===== config.mk =====
export PLATFORM = sky130hd
export DESIGN_NAME = optical_flow_frame_decoder_unit
export DESIGN_NICKNAME = d
export VERILOG_FILES = /design/src/sv/ofd_pkg.sv /design/src/sv/ofd_front.sv /design/src/sv/ofd_fifo.sv /design/src/sv/ofd_back.sv /design/src/sv/optical_flow_frame_decoder_unit.sv
export SDC_FILE = /design/constraint.sdc
export NUM_CORES = 2
export LEC_CHECK = 0
export ABC_AREA = 1
export BUFFER_PORTS_ARGS = -buffer_cell sky130_fd_sc_hd__buf_2
export CORE_MARGIN = 2
export CORE_UTILIZATION = 60
export DETAILED_ROUTE_END_ITERATION = 12
export PLACE_DENSITY = 0.84
export SLEW_MARGIN = 0
export SYNTH_ARGS = -nofsm -noshare
export SYNTH_HDL_FRONTEND = slang
export SYNTH_HIERARCHICAL = 1
export SYNTH_SLANG_ARGS = --single-unit

===== constraint.sdc =====
create_clock -name aclk -period 24 [get_ports aclk]
set_input_delay 4.8 -clock aclk [delete_from_list [all_inputs] [get_ports aclk]]
set_output_delay 4.8 -clock aclk [all_outputs]
set_load 0.01 [all_outputs]

===== src/sv/ofd_pkg.sv =====
`timescale 1ns / 1ps

package ofd_pkg;

    localparam logic [7:0]  START_A     = 8'hFE;
    localparam logic [7:0]  START_B     = 8'h0A;
    localparam logic [7:0]  TAIL_OK     = 8'hF5;
    localparam logic [7:0]  QUALITY_OK  = 8'hFF;
    localparam logic [7:0]  QUALITY_BAD = 8'h00;
    localparam logic [13:0] SCALE_RESET = 14'd5325;
    localparam int          SCALE_FRAC  = 12;

    // Register index as seen on paddr[2].
    localparam logic REG_FLOW_SCALE = 1'b0;

    typedef enum logic [3:0] {
        PH_HUNT   = 4'd0,
        PH_SECOND = 4'd1,
        PH_PAY0   = 4'd2,
        PH_PAY1   = 4'd3,
        PH_PAY2   = 4'd4,
        PH_PAY3   = 4'd5,
        PH_PAY4   = 4'd6,
        PH_PAY5   = 4'd7,
        PH_SKIP0  = 4'd8,
        PH_SKIP1  = 4'd9,
        PH_TAIL   = 4'd10
    } phase_t;

    // One complete frame handed from the parser to the arithmetic side.
    typedef struct packed {
        logic [15:0] flow_x_raw;
        logic [15:0] flow_y_raw;
        logic [15:0] span;
        logic [47:0] time_us;
        logic        tail_ok;
    } frame_rec_t;

    // value * scale / 4096, rounded half away from zero. The magnitude is at
    // most 32768, so with a 14-bit scale the result stays inside 18 bits.
    function automatic logic signed [17:0] scale_flow(input logic signed [16:0] value,
                                                      input logic [13:0] scale);
        logic        neg;
        logic [16:0] mag;
        logic [30:0] prod;
        logic [30:0] rounded;
        logic [17:0] res;
        neg     = value[16];
        mag     = neg ? 17'(-value) : 17'(value);
        prod    = 31'(mag) * 31'(scale);
        rounded = prod + 31'(1 << (SCALE_FRAC - 1));
        res     = rounded[SCALE_FRAC +: 18];
        return neg ? $signed(18'(-res)) : $signed(res);
    endfunction

endpackage


===== src/sv/ofd_front.sv =====
`timescale 1ns / 1ps

module ofd_front #(
    parameter int TIME_WIDTH = 48
) (
    input  logic               aclk,
    input  logic               aresetn,
    input  logic               beat_acc,
    input  logic [7:0]         rx_byte,
    input  logic [47:0]        now_us,
    output logic               push,
    output ofd_pkg::frame_rec_t rec
);
    import ofd_pkg::*;

    phase_t      phase_reg, phase_next;
    logic [7:0]  payload_reg [6];
    logic [2:0]  pay_idx;
    logic        pay_wr;
    logic [63:0] now_wide;
    logic [63:0] time_mask;
    logic [63:0] now_masked;

    assign pay_idx = 3'(phase_reg - PH_PAY0);
    assign pay_wr  = beat_acc && (phase_reg >= PH_PAY0) && (phase_reg <= PH_PAY5);

    assign now_wide   = 64'(now_us);
    assign time_mask  = ~64'd0 >> (64 - TIME_WIDTH);
    assign now_masked = now_wide & time_mask;

    always_ff @(posedge aclk) begin
        if (!aresetn) begin
            phase_reg <= PH_HUNT;
        end else begin
            phase_reg <= phase_next;
        end
    end

    always_ff @(posedge aclk) begin
        if (pay_wr) begin
            payload_reg[pay_idx] <= rx_byte;
        end
    end

    always_comb begin
        phase_next = phase_reg;
        push       = 1'b0;
        case (phase_reg)
            PH_SECOND: begin
                // A bad second byte drops back to hunting without being
                // looked at again as a start byte.
                if (beat_acc) phase_next = (rx_byte == START_B) ? PH_PAY0 : PH_HUNT;
            end
            PH_PAY0, PH_PAY1, PH_PAY2, PH_PAY3, PH_PAY4, PH_PAY5, PH_SKIP0: begin
                if (beat_acc) phase_next = phase_t'(phase_reg + 4'd1);
            end
            PH_SKIP1: begin
                if (beat_acc) phase_next = PH_TAIL;
            end
            PH_TAIL: begin
                if (beat_acc) begin
                    phase_next = PH_HUNT;
                    push       = 1'b1;
                end
            end
            default: begin
                if (beat_acc) phase_next = (rx_byte == START_A) ? PH_SECOND : PH_HUNT;
            end
        endcase
    end

    assign rec.flow_x_raw = {payload_reg[1], payload_reg[0]};
    assign rec.flow_y_raw = {payload_reg[3], payload_reg[2]};
    assign rec.span       = {payload_reg[5], payload_reg[4]};
    assign rec.time_us    = now_masked[47:0];
    assign rec.tail_ok    = (rx_byte == TAIL_OK);

endmodule


===== src/sv/ofd_fifo.sv =====
`timescale 1ns / 1ps

module ofd_fifo (
    input  logic                aclk,
    input  logic                aresetn,
    input  logic                push,
    input  ofd_pkg::frame_rec_t push_rec,
    input  logic                pop,
    output logic                not_empty,
    output logic                full,
    output ofd_pkg::frame_rec_t pop_rec
);
    import ofd_pkg::*;

    frame_rec_t mem_reg [2];
    logic       wr_ptr_reg, wr_ptr_next;
    logic       rd_ptr_reg, rd_ptr_next;
    logic [1:0] count_reg, count_next;

    assign not_empty = (count_reg != 2'd0);
    assign full      = (count_reg == 2'd2);
    assign pop_rec   = mem_reg[rd_ptr_reg];

    always_comb begin
        wr_ptr_next = push ? ~wr_ptr_reg : wr_ptr_reg;
        rd_ptr_next = pop ? ~rd_ptr_reg : rd_ptr_reg;
        count_next  = count_reg + 2'(push) - 2'(pop);
    end

    always_ff @(posedge aclk) begin
        if (!aresetn) begin
            wr_ptr_reg <= 1'b0;
            rd_ptr_reg <= 1'b0;
            count_reg  <= 2'd0;
        end else begin
            wr_ptr_reg <= wr_ptr_next;
            rd_ptr_reg <= rd_ptr_next;
            count_reg  <= count_next;
        end
    end

    always_ff @(posedge aclk) begin
        if (push) begin
            mem_reg[wr_ptr_reg] <= push_rec;
        end
    end

endmodule


===== src/sv/ofd_back.sv =====
`timescale 1ns / 1ps

module ofd_back #(
    parameter int TIME_WIDTH = 48
) (
    input  logic                aclk,
    input  logic                aresetn,
    input  logic                rec_valid,
    input  ofd_pkg::frame_rec_t rec,
    input  logic [13:0]         flow_scale,
    output logic                pop,
    output logic                out_valid,
    input  logic                out_ready,
    output logic signed [17:0]  flow_x_integral,
    output logic signed [17:0]  flow_y_integral,
    output logic [15:0]         sensor_span_us,
    output logic [31:0]         frame_interval_us,
    output logic [47:0]         frame_time_us,
    output logic [7:0]          quality
);
    import ofd_pkg::*;

    logic                  out_valid_reg;
    logic signed [17:0]    fx_reg, fy_reg;
    logic [15:0]           span_reg;
    logic [31:0]           interval_reg;
    logic [47:0]           time_reg;
    logic [7:0]            quality_reg;
    logic [TIME_WIDTH-1:0] last_time_reg;

    logic signed [16:0]    raw_x, raw_y, neg_y;
    logic [63:0]           now_wide;
    logic [TIME_WIDTH-1:0] now_tw, diff_tw;
    logic [63:0]           diff_wide;
    logic [31:0]           interval_next;

    assign pop = rec_valid && (!out_valid_reg || out_ready);

    assign raw_x = 17'($signed(rec.flow_x_raw));
    assign raw_y = 17'($signed(rec.flow_y_raw));
    assign neg_y = -raw_y;

    // Time difference wraps at the configured time width.
    assign now_wide      = 64'(rec.time_us);
    assign now_tw        = now_wide[TIME_WIDTH-1:0];
    assign diff_tw       = now_tw - last_time_reg;
    assign diff_wide     = 64'(diff_tw);
    assign interval_next = (|diff_wide[63:32]) ? 32'hFFFF_FFFF : diff_wide[31:0];

    always_ff @(posedge aclk) begin
        if (!aresetn) begin
            out_valid_reg <= 1'b0;
            last_time_reg <= '0;
        end else if (pop) begin
            out_valid_reg <= 1'b1;
            last_time_reg <= now_tw;
        end else if (out_ready) begin
            out_valid_reg <= 1'b0;
        end
    end

    always_ff @(posedge aclk) begin
        if (pop) begin
            fx_reg       <= scale_flow(neg_y, flow_scale);
            fy_reg       <= scale_flow(raw_x, flow_scale);
            span_reg     <= rec.span;
            interval_reg <= interval_next;
            time_reg     <= rec.time_us;
            quality_reg  <= rec.tail_ok ? QUALITY_OK : QUALITY_BAD;
        end
    end

    assign out_valid         = out_valid_reg;
    assign flow_x_integral   = fx_reg;
    assign flow_y_integral   = fy_reg;
    assign sensor_span_us    = span_reg;
    assign frame_interval_us = interval_reg;
    assign frame_time_us     = time_reg;
    assign quality           = quality_reg;

endmodule


===== src/sv/optical_flow_frame_decoder_unit.sv =====
`timescale 1ns / 1ps
// After its tail beat is accepted, a frame is written to the queue, then to the output register once m_* is free.
// Throughput: one input beat per cycle while s_tready is high; the parser state register takes each accepted byte.
// A two-entry frame queue and the output register decouple the parser from m_tready;
// s_tready drops only while two finished frames wait behind a stalled output.
// Reset (aresetn, synchronous, active low) returns the parser to hunting, empties the
// queue and output, clears the last frame time and sets flow_scale to 5325.

module optical_flow_frame_decoder_unit #(
    parameter int TIME_WIDTH = 48
) (
    input  logic         aclk,
    input  logic         aresetn,
    input  logic         s_tvalid,
    output logic         s_tready,
    input  logic [55:0]  s_tdata,  // rx_byte[7:0], now_us[55:8]
    output logic         m_tvalid,
    input  logic         m_tready,
    // flow_x_integral[17:0], flow_y_integral[35:18], sensor_span_us[51:36],
    // frame_interval_us[83:52], frame_time_us[131:84], quality[139:132], zero[143:140]
    output logic [143:0] m_tdata,
    input  logic         psel,
    input  logic         penable,
    input  logic         pwrite,
    input  logic [2:0]   paddr,
    input  logic [31:0]  pwdata,
    output logic [31:0]  prdata,
    output logic         pready
);
    import ofd_pkg::*;

    logic              beat_acc;
    logic              push, pop, rec_valid, fifo_full;
    frame_rec_t        push_rec, pop_rec;
    logic [13:0]       scale_reg;
    logic              cfg_wr;
    logic signed [17:0] flow_x, flow_y;
    logic [15:0]       span;
    logic [31:0]       interval;
    logic [47:0]       ftime;
    logic [7:0]        qual;

    assign beat_acc = s_tvalid && s_tready;
    assign s_tready = !fifo_full;

    assign pready = 1'b1;
    assign cfg_wr = psel && penable && pwrite && pready && (paddr[2] == REG_FLOW_SCALE);
    assign prdata = (paddr[2] == REG_FLOW_SCALE) ? 32'(scale_reg) : 32'd0;

    always_ff @(posedge aclk) begin
        if (!aresetn) begin
            scale_reg <= SCALE_RESET;
        end else if (cfg_wr) begin
            scale_reg <= pwdata[13:0];
        end
    end

    ofd_front #(.TIME_WIDTH(TIME_WIDTH)) u_front (
        .aclk     (aclk),
        .aresetn  (aresetn),
        .beat_acc (beat_acc),
        .rx_byte  (s_tdata[7:0]),
        .now_us   (s_tdata[55:8]),
        .push     (push),
        .rec      (push_rec)
    );

    ofd_fifo u_fifo (
        .aclk      (aclk),
        .aresetn   (aresetn),
        .push      (push),
        .push_rec  (push_rec),
        .pop       (pop),
        .not_empty (rec_valid),
        .full      (fifo_full),
        .pop_rec   (pop_rec)
    );

    ofd_back #(.TIME_WIDTH(TIME_WIDTH)) u_back (
        .aclk              (aclk),
        .aresetn           (aresetn),
        .rec_valid         (rec_valid),
        .rec               (pop_rec),
        .flow_scale        (scale_reg),
        .pop               (pop),
        .out_valid         (m_tvalid),
        .out_ready         (m_tready),
        .flow_x_integral   (flow_x),
        .flow_y_integral   (flow_y),
        .sensor_span_us    (span),
        .frame_interval_us (interval),
        .frame_time_us     (ftime),
        .quality           (qual)
    );

    assign m_tdata = {4'd0, qual, ftime, interval, span, flow_y, flow_x};

endmodule


==> results.py <==
metrics = {
    "worst_setup_path": {
        "crit_slowest_cell": "buf_2",
        "required_ns": 19.20,
        "endpoint": "prdata[11]",
        "worstSetupPathType": "in -> out",
        "rr_worst_depth": 35,
        "crit_chain": "buf_2 > nor2_1 > buf_2",
        "arrival_ns": 5.31,
        "critical_path.max_fanout": 16,
        "setup.worst_path.start": "paddr[2]",
        "max_stage_delay_ns": 0.28,
        "cp_common_cell": "buf_2",
        "end_kind": "output pin",
        "r2r-end": "u_back/flow_x_integral[16]$_DFFE_PP_",
        "rrSetupSlack_ns": 13.98,
        "start_kind": "input pin",
    },
    "grt": {
        "antenna_found_initial": 4,
        "grt_max_degree": 96,
        "use_met3_pct": 6.50,
        "grt_use_total_pct": 27.7,
        "overflow": 0,
        "globalRouteMet1Util_pct": 34.2,
        "grt_pass1_wl_mm": 141,
        "grt_busiest_layer": "met2",
        "use_met2_pct": 47.3,
        "grt_pass1_vias": 28300,
    },
    "placed_design": {
        "globalplace.congestion": 0.951,
        "placed_cells": 4963,
        "port_buffers": 233,
        "post-dp-hpwl_mm": 65.7,
    },
    "cts": {
        "h-tree-depth": 2,
        "ctsRootBufferMaster": "clkbuf_16",
        "cts_buffers": 46,
        "clock_path_buffers": 3,
        "cts_tree": "yes",
        "post_cts_buffers": 0,
        "hold_buffers": 0,
        "clock-sinks": 447,
        "clk_latency_ns": 0.61,
        "post_cts_resized": 0,
        "clkTransAtPathRegs_ns": 0.06,
    },
    "yosys": {
        "syn_area_sq_mm": 0.0374,
        "synth_top_area_share_pct": 30.1,
        "synth-seq-area-share_pct": 33.9,
        "ys_warn_count": 6,
        "syn_inst": 4001,
        "synth_commonest_cells": "inv_1, nand2_1, nor2_1",
        "synth_edf_count": 375,
        "ys_top_cells_by_area": "edfxtp_1, fa_1, ha_1",
        "synth.most_common_cell": "inv_1",
        "synth_ff_type": "edfxtp_1",
        "syn_area_per_cell_sq_um": 9.36,
        "synth_cell_types": 64,
        "async_flop_share_pct": 0,
        "synth_top_area_cell": "edfxtp_1",
        "ys_seq_elements": 447,
    },
    "timing": {
        "max_slew_margin_pct": 28.2,
        "fmax_ghz": 0.0989,
        "worst_pin_slew_ns": 1.07,
        "fin_crit_sh_pct": 42.1,
        "finalSetupViolCount": 0,
        "rsz0062_at_grt": "no",
        "worst_hold_slack_ns": 0.422,
        "min_period_ns": 10.11,
        "finClkSkew_ns": 0.0304,
        "slew_viol_final": 0,
        "fin_setup_tns_ns": 0,
        "hold_viol": 0,
    },
    "routing": {
        "vias": 27800,
        "viasPerCell": 5.51,
        "avgRoutedWirePerCell_um": 17.4,
        "first_iter_violations": 2332,
        "ant_nets": 0,
        "drt-pass1-iter-count": 6,
        "drt-total-wl_mm": 87.7,
        "drc": 0,
    },
    "floorplan": {
        "die_h_um": 254,
        "rows": 91,
        "die_x_um": 254,
        "dieArea_sq_mm": 0.0644,
        "core-area_sq_mm": 0.0617,
        "initial_utilization_pct": 60.7,
        "io_pins": 277,
    },
    "flow_run": {
        "drv_cap": 0,
    },
    "cells_and_area": {
        "drive_above_1_share_pct": 12.9,
        "fin_cells": 5047,
        "diodes": 0,
        "synthToLayoutAreaGrowth_pct": 8.03,
        "nNetsFinal": 4882,
        "fillers": 4892,
        "largest_reg_flops": 194,
    },
    "worst_hold_path": {
        "hold_class": "reg -> reg",
        "hp-start": "u_front/payload_reg[1][0]$_DFFE_PP_",
    },
    "outcome": {
        "status": "complete, no violations",
    },
}
metrics by stage:
step	setup slack (ns)	util (%)	area (sq um)
detailed placement	13.88	63.1	38900
CTS	13.88	65.5	40400
global placement	13.89	63.1	38900
global route	13.44	65.5	40400
floorplan	13.66	-	37600
finish	13.89	65.5	40400
critical path, delay by kind of cell:
family,cells,cell delay (ns)
buf+inv,2,0.43
simple gates,1,0.09
logic make-up after synthesis:
logic type      share of synthesized area, %
compound gates                          6.41
xor+xnor                                2.48
fa+ha+maj                               27.5
buf+inv                                 10.4
flops                                   33.9
mux                                     3.22
other cells                           0.0401
simple gates                            16.0
how the worst min path moves through the flow:
stage          slack [ns]  cells past startpoint                              end
2_1_floorplan        0.42                      0  u_fifo/mem_reg[0][49]$_DFFE_PP_
3_3_place_gp         0.42                      0  u_fifo/mem_reg[0][69]$_DFFE_PP_
3_5_place_dp         0.43                      0  u_fifo/mem_reg[1][72]$_DFFE_PP_
4_1_cts              0.43                      0  u_fifo/mem_reg[0][89]$_DFFE_PP_
5_1_grt              0.44                      0  u_fifo/mem_reg[0][89]$_DFFE_PP_
6_report             0.42                      0  u_fifo/mem_reg[1][89]$_DFFE_PP_
cell usage in the layout, fill, tap and decap left out, types with 13 or more instances in the layout:
cell type / instances
nor3_1: 37
xnor2_1: 47
nand2_2: 25
nor2_2: 25
a31oi_1: 25
nand3b_1: 13
mux2_2: 67
mux2_4: 30
nand4_1: 22
buf_2: 233
ha_1: 255
xor2_1: 57
edfxtp_1: 375
nand3_1: 128
fa_1: 355
conb_1: 49
a21o_1: 15
a21oi_1: 183
o21ai_0: 127
clkbuf_16: 47
dfxtp_1: 71
inv_1: 722
buf_4: 23
nor2_1: 386
nand2_1: 698
per-layer routing:
metal | routed length (um) | up-vias | part of all wire (%)
met2 | 42800 | 1235 | 49
met4 | 3160 | 8 | 3.6
met3 | 7720 | 248 | 8.8
met1 | 34000 | 13400 | 39
met5 | 56 | - | 0.064
li1 | - | 13000 | -
area by class of cell:
cell class	count	area, sq um	area share (%)
sequential	447	12700	31.4
clock buffer	58	1250	3.08
clock inverter	26	267	0.659
tap	837	1050	2.59
inverter	743	2810	6.94
multi-input combinational	2680	21000	52.0
timing repair buffer	256	1340	3.31
Power is left out: the tool's default activity adds up to more than one toggle a clock period on the data nets, which glitch-free logic cannot reach.
